`src/rtl/bpd_pkg.sv`:
```
// ----------------------------------------------------------------------------
// bpd_pkg
// Types, constants and helper functions of the tree page decoder.
// ----------------------------------------------------------------------------
package bpd_pkg;

	localparam int HDR_BYTES = 16;
	localparam int CRC_BYTES = 4;
	localparam logic [31:0] CRC_POLY = 32'h82F63B78;

	// parser phases
	localparam logic [2:0] PH_HEADER   = 3'd0;
	localparam logic [2:0] PH_LEAF_HDR = 3'd1;
	localparam logic [2:0] PH_LEAF_BDY = 3'd2;
	localparam logic [2:0] PH_INT_HDR  = 3'd3;
	localparam logic [2:0] PH_INT_BDY  = 3'd4;
	localparam logic [2:0] PH_DONE     = 3'd5;
	localparam logic [2:0] PH_UNKNOWN  = 3'd6;

	// summary status codes
	localparam logic [1:0] ST_OK      = 2'd0;
	localparam logic [1:0] ST_RANGE   = 2'd1;
	localparam logic [1:0] ST_CORRUPT = 2'd2;

	// result kinds
	localparam logic KIND_ENTRY   = 1'b0;
	localparam logic KIND_SUMMARY = 1'b1;

	// register indexes
	localparam logic REG_LEAF = 1'b0;
	localparam logic REG_INT  = 1'b1;

	typedef struct packed {
		logic [31:0] stored_crc;
		logic [11:0] value_length;
		logic [11:0] key_length;
		logic [11:0] key_offset;
		logic [63:0] child_page;
		logic [15:0] entry_count;
		logic [15:0] entry_index;
		logic        page_type;
		logic [1:0]  status;
		logic        kind;
	} res_t;

	// reflected crc-32c, one byte
	function automatic logic [31:0] crc_byte(input logic [31:0] crc, input logic [7:0] b);
		logic [31:0] c;
		c = crc ^ {24'd0, b};
		for (int i = 0; i < 8; i++) begin
			c = c[0] ? ((c >> 1) ^ CRC_POLY) : (c >> 1);
		end
		return c;
	endfunction

	// clamp to the 12-bit output range
	function automatic logic [11:0] sat12(input logic [32:0] v);
		return (v > 33'd4095) ? 12'hFFF : v[11:0];
	endfunction

endpackage

```
`src/rtl/btree_page_decoder.sv`:
```
// ----------------------------------------------------------------------------
// btree_page_decoder
// Streaming parser for a crc-32c checked tree page.
// ----------------------------------------------------------------------------
// Page bytes enter on the s_ stream, one word per byte, s_tlast on the final
// byte of a page. Each complete leaf or internal entry leaves on the m_ stream
// as a descriptor (m_tuser low), and after the last byte a page summary
// (m_tuser high) carries the status: ok, out of range for a page shorter than
// the header, or corrupt for a crc mismatch, unknown type, overlong page or
// missing entries. Descriptors are provisional until the summary arrives.
// Leaf and internal type codes are set over the apb port (0x0 and 0x4); the
// user must write them only while the block is idle; the block itself does not
// enforce this. The type is latched when the header completes. Throughput is
// one byte per cycle while the output queue has room. A byte is registered in
// the input register, then the parser and crc update from it and push up to
// two results into a four-entry output queue, whose head is on m_tdata. A byte
// may carry both a descriptor and a summary, which then leave as two words.
// When the receiver stalls the queue fills and s_tready drops while a byte
// waits and fewer than two entries are free. Reset clears the parser to the
// start of a page, the queue to empty and the type codes to 1 and 2.
module btree_page_decoder import bpd_pkg::*; #(
	parameter int MAX_PAGE_BYTES = 4096
) (
	input  logic         clk,
	input  logic         arst_n,
	// input stream
	input  logic         s_tvalid,
	output logic         s_tready,
	input  logic [7:0]   s_tdata,   // [7:0] data_byte
	input  logic         s_tlast,   // last_byte
	// output stream
	output logic         m_tvalid,
	input  logic         m_tready,
	// [1:0] status, [2] page_type, [18:3] entry_index, [34:19] entry_count,
	// [98:35] child_page, [110:99] key_offset, [122:111] key_length,
	// [134:123] value_length, [166:135] stored_crc, [167] zero
	output logic [167:0] m_tdata,
	output logic         m_tuser,   // kind
	// configuration
	input  logic         psel,
	input  logic         penable,
	input  logic         pwrite,
	input  logic [2:0]   paddr,
	input  logic [31:0]  pwdata,
	output logic [31:0]  prdata,
	output logic         pready
);

	localparam int PW = $clog2(MAX_PAGE_BYTES + 1);

	// configuration registers
	logic [7:0] leaf_code_q, int_code_q;

	assign pready = 1'b1;

	always_ff @(posedge clk or negedge arst_n) begin
		if (!arst_n) begin
			leaf_code_q <= 8'd1;
			int_code_q  <= 8'd2;
		end else if (psel && penable && pwrite) begin
			if (paddr[2] == REG_LEAF) leaf_code_q <= pwdata[7:0];
			else                      int_code_q  <= pwdata[7:0];
		end
	end

	assign prdata = {24'd0, (paddr[2] == REG_LEAF) ? leaf_code_q : int_code_q};

	// input register
	logic       in_v_s1;
	logic [7:0] byte_s1;
	logic       last_s1;
	logic       adv;
	logic [2:0] q_cnt_q;

	assign adv      = in_v_s1 && (q_cnt_q <= 3'd2);
	assign s_tready = !in_v_s1 || adv;

	always_ff @(posedge clk or negedge arst_n) begin
		if (!arst_n) begin
			in_v_s1 <= 1'b0;
		end else if (s_tready) begin
			in_v_s1 <= s_tvalid;
		end
	end

	always_ff @(posedge clk) begin
		if (s_tready && s_tvalid) begin
			byte_s1 <= s_tdata;
			last_s1 <= s_tlast;
		end
	end

	// parser state
	logic [PW-1:0] pos_q, pos_n;
	logic [31:0]   crc_q, crc_n;
	logic [31:0]   hcrc_q, hcrc_n;
	logic [7:0]    type_q, type_n;
	logic [15:0]   count_q, count_n;
	logic [63:0]   fchild_q, fchild_n;
	logic [15:0]   done_q, done_n;
	logic [2:0]    phase_q, phase_n;
	logic [39:0]   fs_q, fs_n;
	logic [3:0]    fcnt_q, fcnt_n;
	logic [15:0]   klen_q, klen_n;
	logic [31:0]   vlen_q, vlen_n;
	logic [32:0]   left_q, left_n;
	logic [PW-1:0] estart_q, estart_n;
	logic [63:0]   child_q, child_n;
	logic          bad_q, bad_n;
	logic          pint_q, pint_n;

	res_t       res0, res1;
	logic [1:0] npush;

	always_comb begin
		logic          fin, restart;
		logic [2:0]    hdr_ph;
		logic [47:0]   full;
		logic [PW:0]   koff;
		logic [1:0]    st;
		res_t          desc, summ;

		pos_n = pos_q; crc_n = crc_q; hcrc_n = hcrc_q; type_n = type_q;
		count_n = count_q; fchild_n = fchild_q; done_n = done_q;
		phase_n = phase_q; fs_n = fs_q; fcnt_n = fcnt_q; klen_n = klen_q;
		vlen_n = vlen_q; left_n = left_q; estart_n = estart_q;
		child_n = child_q; bad_n = bad_q; pint_n = pint_q;
		fin = 1'b0; restart = 1'b0; hdr_ph = PH_LEAF_HDR;
		full = {byte_s1, fs_q};
		desc = '0; summ = '0; st = ST_OK;

		if (pos_q >= PW'(MAX_PAGE_BYTES)) begin
			bad_n = 1'b1;
		end else begin
			if (pos_q >= PW'(CRC_BYTES)) crc_n = crc_byte(crc_q, byte_s1);
			fcnt_n = fcnt_q + 4'd1;
			unique case (phase_q) inside
				PH_HEADER: begin
					if (pos_q[3:2] == 2'b00)
						hcrc_n[{pos_q[1:0], 3'b000} +: 8] = byte_s1;
					else if (pos_q[3:0] == 4'd4)
						type_n = byte_s1;
					else if (pos_q[3:1] == 3'b011)
						count_n[{pos_q[0], 3'b000} +: 8] = byte_s1;
					else if (pos_q[3])
						fchild_n[{pos_q[2:0], 3'b000} +: 8] = byte_s1;
					if (pos_q == PW'(HDR_BYTES - 1)) begin
						if (type_q == leaf_code_q) begin
							pint_n = 1'b0; restart = 1'b1; hdr_ph = PH_LEAF_HDR;
						end else if (type_q == int_code_q) begin
							pint_n = 1'b1; restart = 1'b1; hdr_ph = PH_INT_HDR;
						end else begin
							phase_n = PH_UNKNOWN;
						end
					end
				end
				PH_LEAF_HDR: begin
					if (fcnt_q == 4'd5) begin
						klen_n = full[15:0];
						vlen_n = full[47:16];
						left_n = {17'd0, full[15:0]} + {1'b0, full[47:16]};
						if (left_n == '0) fin = 1'b1;
						else              phase_n = PH_LEAF_BDY;
					end else begin
						fs_n[{fcnt_q[2:0], 3'b000} +: 8] = byte_s1;
					end
				end
				PH_INT_HDR: begin
					if (!fcnt_q[3]) begin
						child_n[{fcnt_q[2:0], 3'b000} +: 8] = byte_s1;
					end else if (!fcnt_q[0]) begin
						fs_n[7:0] = byte_s1;
					end else begin
						klen_n = {byte_s1, fs_q[7:0]};
						left_n = {17'd0, byte_s1, fs_q[7:0]};
						if (left_n == '0) fin = 1'b1;
						else              phase_n = PH_INT_BDY;
					end
				end
				PH_LEAF_BDY, PH_INT_BDY: begin
					left_n = left_q - 33'd1;
					if (left_n == '0) fin = 1'b1;
				end
				default: begin
				end
			endcase
			pos_n = pos_q + PW'(1);
		end

		// entry descriptor
		koff = {1'b0, estart_q} + (pint_q ? (PW+1)'(10) : (PW+1)'(6));
		desc.kind         = KIND_ENTRY;
		desc.status       = ST_OK;
		desc.page_type    = pint_q;
		desc.entry_index  = done_q;
		desc.entry_count  = count_q;
		desc.child_page   = pint_q ? child_n : 64'd0;
		desc.key_offset   = sat12(33'(koff));
		desc.key_length   = sat12({17'd0, klen_n});
		desc.value_length = pint_q ? 12'd0 : sat12({1'b0, vlen_n});
		desc.stored_crc   = hcrc_q;

		if (fin) begin
			done_n  = done_q + 16'd1;
			restart = 1'b1;
			hdr_ph  = pint_q ? PH_INT_HDR : PH_LEAF_HDR;
		end
		if (restart) begin
			estart_n = pos_q + PW'(1);
			klen_n = '0; vlen_n = '0; child_n = '0; fs_n = '0; left_n = '0;
			fcnt_n = '0;
			phase_n = (done_n >= count_n) ? PH_DONE : hdr_ph;
		end

		// page summary
		if (pos_n < PW'(HDR_BYTES))
			st = ST_RANGE;
		else if (bad_n || (~crc_n != hcrc_n) || (phase_n != PH_DONE))
			st = ST_CORRUPT;
		summ.kind        = KIND_SUMMARY;
		summ.status      = st;
		summ.page_type   = pint_n;
		summ.entry_index = done_n;
		summ.entry_count = count_n;
		summ.child_page  = fchild_n;
		summ.stored_crc  = hcrc_n;

		res0  = fin ? desc : summ;
		res1  = summ;
		npush = {1'b0, fin} + {1'b0, last_s1};

		// clear for the next page
		if (last_s1) begin
			pos_n = '0; crc_n = '1; hcrc_n = '0; type_n = '0; count_n = '0;
			fchild_n = '0; done_n = '0; phase_n = PH_HEADER; fs_n = '0;
			fcnt_n = '0; klen_n = '0; vlen_n = '0; left_n = '0; estart_n = '0;
			child_n = '0; bad_n = 1'b0; pint_n = 1'b0;
		end
	end

	always_ff @(posedge clk or negedge arst_n) begin
		if (!arst_n) begin
			pos_q <= '0; crc_q <= '1; hcrc_q <= '0; type_q <= '0; count_q <= '0;
			fchild_q <= '0; done_q <= '0; phase_q <= PH_HEADER; fs_q <= '0;
			fcnt_q <= '0; klen_q <= '0; vlen_q <= '0; left_q <= '0;
			estart_q <= '0; child_q <= '0; bad_q <= 1'b0; pint_q <= 1'b0;
		end else if (adv) begin
			pos_q <= pos_n; crc_q <= crc_n; hcrc_q <= hcrc_n; type_q <= type_n;
			count_q <= count_n; fchild_q <= fchild_n; done_q <= done_n;
			phase_q <= phase_n; fs_q <= fs_n; fcnt_q <= fcnt_n; klen_q <= klen_n;
			vlen_q <= vlen_n; left_q <= left_n; estart_q <= estart_n;
			child_q <= child_n; bad_q <= bad_n; pint_q <= pint_n;
		end
	end

	// output queue
	res_t       q_mem_q [4];
	logic [1:0] wp_q, rp_q;
	logic       pop;
	logic [1:0] push_n;
	res_t       head;

	assign pop    = m_tvalid && m_tready;
	assign push_n = adv ? npush : 2'd0;

	always_ff @(posedge clk) begin
		if (push_n != 2'd0) q_mem_q[wp_q] <= res0;
		if (push_n == 2'd2) q_mem_q[wp_q + 2'd1] <= res1;
	end

	always_ff @(posedge clk or negedge arst_n) begin
		if (!arst_n) begin
			wp_q <= '0; rp_q <= '0; q_cnt_q <= '0;
		end else begin
			wp_q    <= wp_q + push_n;
			rp_q    <= rp_q + {1'b0, pop};
			q_cnt_q <= q_cnt_q + {1'b0, push_n} - {2'd0, pop};
		end
	end

	assign head     = q_mem_q[rp_q];
	assign m_tvalid = (q_cnt_q != 3'd0);
	assign m_tuser  = head.kind;
	assign m_tdata  = {1'b0, head.stored_crc, head.value_length, head.key_length,
		head.key_offset, head.child_page, head.entry_count, head.entry_index,
		head.page_type, head.status};

endmodule

```
`config.mk`:
```
export PLATFORM = sky130hd
export DESIGN_NAME = btree_page_decoder
export DESIGN_NICKNAME = d
export VERILOG_FILES = /design/src/rtl/bpd_pkg.sv /design/src/rtl/btree_page_decoder.sv
export SDC_FILE = /design/constraint.sdc
export NUM_CORES = 2
export LEC_CHECK = 0
export BUFFER_PORTS_ARGS = -buffer_cell sky130_fd_sc_hd__buf_2
export CORE_ASPECT_RATIO = 1.5
export CORE_MARGIN = 8
export CORE_UTILIZATION = 56
export CTS_BUF_LIST = sky130_fd_sc_hd__clkbuf_2 sky130_fd_sc_hd__clkbuf_4 sky130_fd_sc_hd__clkbuf_8
export CTS_CLUSTER_DIAMETER = 40
export CTS_CLUSTER_SIZE = 40
export DETAILED_ROUTE_END_ITERATION = 10
export PLACE_DENSITY = 0.84
export SLEW_MARGIN = 20
export SYNTH_ARGS = -nofsm -noshare
export SYNTH_HDL_FRONTEND = slang
export SYNTH_SLANG_ARGS = --single-unit
```
`constraint.sdc`:
```
create_clock -name clk -period 7.3 [get_ports clk]
set_input_delay 1.825 -clock clk [delete_from_list [all_inputs] [get_ports clk]]
set_output_delay 1.825 -clock clk [all_outputs]
set_load 0.01 [all_outputs]
```
== Word level (Yosys, flattened, before mapping) ==
Memories as Yosys holds them, arrays and structs flattened.
Index checks and enable logic that the tools add are counted.
Cells by class
  mux-type cells: 136
  reduce and logical (&&, ||, !) cells: 31
  magnitude comparators: 8
  shift-type cells: 10
  bitwise gates (word level): 11
  equality and inequality tests: 22
  add/subtract/negate cells: 16
Operators with widths (number)
  $mux W64: 13
  $mux W32: 21
  $mux W16: 14
  $mux W33: 6
  $mux W168: 1
  $mux W40: 4
  $not A16 Y17: 8
  $bwmux W64: 2
  $shift A8 B8 Y64 const A: 2
  $shiftx A8 B8 Y64: 2
  $pmux W33 S3: 1
  $logic_not A33 Y1: 2
  $mux W8: 8
  $mux W13: 4
  $mux W12: 4
  $mux W3: 15
  $bwmux W40: 1
  $shift A8 B8 Y40 const A: 1
  $shiftx A8 B8 Y40: 1
  $add A16 B32 Y33: 1
  $sub A33 B1 Y33 const B: 1
  $bwmux W32: 1
  $gt A32 B12 Y1 const B: 1
  $ne A32 B32 Y1: 1
  62 further kinds: 119
Word-level totals
  bits of input ports: 51
  memories kept: 1
  output and inout bits: 204
  memory bits (writable): 672
  logic and storage cells: 261
  flip-flop bits (word level): 421
Memory list
  q_mem_q: depth 4, width 168, rd ports 1, clocked after memory_dff 0, write ports 2, line btree_page_decoder.sv:257  | res_t q_mem_q [4];

== Depth between registers and ports, before layout ==
  depth after elaboration: 26
  gate-level depth with buffers: 26
  depth with buffers taken out: 25

== Worst setup path after synthesis ==
Ideal clock, no wire load.
  path kind: register to register
  from: register fs_q[0]
  to: memory q_mem_q[1][10] in the netlist's numbering, enable pin
  required time: 6817 ps
  arrival time: 7372 ps
  period minus slack after synthesis: 7855 ps
  setup time: 483 ps
  cell stages (with the launch flop): 19
  buffers on the path: 3
  setup slack: -555 ps
  path through: dfrtp_1 ha_1 inv_1 fa_1 nor2b_4 o31ai_4 a2111oi_1 o21ai_0 xnor2_1 nor4_1 nand3_1 o31ai_1 ha_1 clkbuf_1 nor4_1 nor2_1 clkbuf_1 buf_1 inv_1
RTL lines
  start, declared: line btree_page_decoder.sv:102  | logic [39:0] fs_q, fs_n;
  start signal, assigned: line btree_page_decoder.sv:250  | phase_q <= phase_n; fs_q <= fs_n; fcnt_q <= fcnt_n; klen_q <= klen_n;
  end, declared: line btree_page_decoder.sv:257

==> metrics.md <==
| Metric | Value |
|---|---|
| Status | finished clean |
| GR Overflow Total | 0 |
| Number of cell rows | 142 |
| Drt wl/cell | 26.8 um |
| Syn avg cell area | 10.8 um2 |
| CTS Buf Count | 114 |
| Yosys reg bits | 1093 |
| Die X-Extent | 274 um |
| Clock Latency Late Sink | 0.89 ns |
| Clk buf depth | 3 |
| DR vias | 45.3k |
| I/O Pins | 255 |
| Full die area | 111000 um2 |
| Pre-Repair DR Iteration Count | 6 |
| Tmin final | 6.95 ns |
| Final Slew Violations | 0 |
| DR iter-0 viols | 6007 |
| Final period util | 95.2% |
| Cell taking the most area after synthesis | edfxtp_1 |
| HP Class | reg2reg |
| Crit path kind | reg2reg |
| Die height | 404 um |
| Distinct cells, synth | 110 |
| Most frequent cells in the layout | nand2_1 (606), edfxtp_1 (533), o21ai_0 (456) |
| CTS tree | done |
| Clock skew | 0.110 ns |
| Pwr dens | 332 nW/um2 |
| # setup viols final | 0 |
| Worst-Margin Slew | 1.27 ns |
| Area of the mapped netlist | 56100 um2 |
| Main synth FF type | edfxtp_1 |
| Core area | 99700 um2 |
| EDFF count, synth | 533 |
| Relative slew slack | 14.3% |
| Post-Syn Instances | 5182 |
| Fmax | 0.144 GHz |
| # DRC | 0 |
| Total Routed Length | 178 mm |
| Register area share after synthesis | 52.3% |
| Setup TNS | 0 ns |
| First-pass GRT wire length | 269 mm |
| Worst EP required | 8.00 ns |
| Clk sinks | 1093 |
| Worst-path fanout max | 18 |
| Layout cell share with drive strength beyond 1 | 17.0% |
| Largest net degree at the start of global routing | 147 |
| Worst-path clk slew | 0.10 ns |
| Maximum Capacitance Violations | 0 |
| Vias in the first global route | 44.8k |
| Port bufs | 202 |
| Worst VDD drop | 0.354 mV |
| Post-route cell area | 61400 um2 |
| Post-placement cell area | 58500 um2 |
| Via density | 6.83 |
| Final hold vios | 0 |
| Leakage power | 22.6 nW |
| CTS HTree Levels | 3 |
| Area Growth Syn to Fin | 9.44% |
| Final GP Congestion | 0.977 |
| Fillers | 7605 |
| Final ANT Viol Nets | 0 |
| Starting Density | 56.3% |
| Total GRT Usage | 31.4% |
| Commonest non-fill, non-tap cell in the layout | nand2_1 |
| CP endpoint kind | register |
| Post-layout nets | 5341 |
| Antenna violations before repair | 3 |
| Post-synth top area share | 28.5% |
| Most area-consuming cells after synthesis | edfxtp_1 (29%), dfrtp_1 (17%), mux4_2 (6.7%), dfxtp_1 (5.3%), nand2_1 (4.1%) |
| Asr flop ratio synth | 37.7% |
| Critical Path AT | 7.65 ns |
| Synth warn | 0 |
| Crit path launch type | register |
| RSZ-0062 raised after global routing | no |
| Detail Placement HPWL | 115 mm |
| Root buf cell | clkbuf_8 |
## area by class of cell
class	instances	area, um2	area share [%]
sequential	1093	29300	47.8
clock inverter	90	1140	1.86
clock buffer	128	1710	2.78
inverter	61	244	0.397
antenna	2	5.00	0.00815
multi-input combinational	3617	24900	40.6
timing repair buffer	341	2390	3.89
tap	1296	1620	2.64
## layer usage
metal / routed length, um / part of all wire (%) / global-route usage, %
met4: 14100 / 7.9 / 22.7
met2: 83800 / 47 / 50.5
met5: 0 / 0 / 0
met3: 19500 / 11 / 5.87
met1: 60400 / 34 / 37.9
## registers in the layout, summed over array words and instances (netlist names), 16 cells and up
signal,count
done_q,16
vlen_q,32
q_mem_q,672
hcrc_q,32
count_q,16
fchild_q,64
left_q,33
crc_q,32
child_q,64
fs_q,40
klen_q,16
## timing repair
action                                  CTS  global route
endpoints found under the setup margin    0             5
resized for setup                         0             4
hold buffers                              0             0
setup buffers                             0             0
## final timing paths
| kind | start | to | slack (ns) | cells past startpoint |
|---|---|---|---|---|
| setup / recovery | fs_q[0]$_DFFE_PN0P_ | q_mem_q[2][2]$_DFFE_PP_ | 0.35 | 24 |
| hold / removal | q_mem_q[2][0]$_SDFFE_PP1P_ | q_mem_q[2][0]$_SDFFE_PP1P_ | 0.45 | 2 |
| setup reg to reg | fs_q[0]$_DFFE_PN0P_ | q_mem_q[2][2]$_DFFE_PP_ | 0.35 | 24 |
| hold reg to reg | q_mem_q[2][0]$_SDFFE_PP1P_ | q_mem_q[2][0]$_SDFFE_PP1P_ | 0.45 | 2 |
| max in group asynchronous | arst_n | fs_q[27]$_DFFE_PN0P_ | 4.87 | 2 |
| min in group asynchronous | arst_n | fchild_q[41]$_DFFE_PN0P_ | 1.05 | 1 |
## cell families after synthesis
| logic type | Yosys count | share of synthesized area (%) |
|---|---|---|
| AOI/OAI and AO/OA | 1483 | 17.0 |
| xor gates and xnor gates | 212 | 3.70 |
| adders and majority gates | 62 | 1.42 |
| buffers and inverters | 496 | 3.75 |
| DFF | 1093 | 52.3 |
| muxes | 318 | 9.53 |
| other | 2 | 0.0134 |
| and+or+nand+nor | 1516 | 12.4 |
## metrics by stage
stage          hold WS [ns]  std cells  setup WS, ns  utilization (%)  total power, mW
6_report              0.448       6628         0.353             61.6             20.4
5_1_grt               0.473       6627        0.0512             61.6             21.1
4_1_cts               0.449       6626         0.219             61.6             20.3
3_5_place_dp          0.436       6408         0.271             58.7             15.6
3_3_place_gp          0.428       6408         0.393             58.7             15.5
2_1_floorplan         0.418       5206         0.118                -             12.9
## cell usage after synthesis (16+ instances only)
cell type / count
edfxtp_1: 533
a31oi_1: 26
ha_1: 59
o21a_1: 58
buf_1: 39
a21oi_1: 190
nand4_1: 41
dfstp_2: 34
o21ai_0: 456
nor3_1: 51
or3_1: 25
o31ai_1: 79
dfrtp_1: 378
mux4_2: 168
or4_1: 19
nand3_1: 109
nor2_1: 443
a21o_1: 38
mux2i_1: 100
o2bb2ai_1: 56
and3_1: 28
o22ai_1: 295
o21ai_1: 19
a22oi_1: 33
inv_1: 61
nand2b_1: 16
a22o_1: 79
clkbuf_1: 305
nor4_1: 41
nand2_1: 609
buf_4: 37
buf_2: 47
dfxtp_1: 148
xnor2_1: 131
and2_1: 24
xor2_1: 65
and4_1: 19
mux2_2: 50
## power breakdown
part	total (mW)	switching [mW]	internal, mW
Sequential	7.54	0.460	7.08
Clock	4.72	2.68	2.04
Combinational	8.12	5.02	3.10
## worst max-delay path, cell delays in order (launching register included)
cell and delay [ns]:
dfrtp_1 0.48, ha_1 0.27, inv_1 0.07, fa_1 0.43
nor2b_4 0.18, o31ai_4 0.11, a211oi_2 0.34, or3_1 0.16
o211ai_1 0.18, or4_1 0.61, or4_4 0.61, o21ai_4 0.32
buf_4 0.29, nand2_1 0.21, xnor2_1 0.19, ha_1 0.31
a21o_1 0.17, a21o_1 0.19, a21o_1 0.18, a2111oi_1 0.46
or4_1 0.26, nand2_1 0.09, o22ai_1 0.27, a211oi_2 0.13
nor3_1 0.23
Power figures use the tool's default switching activity.
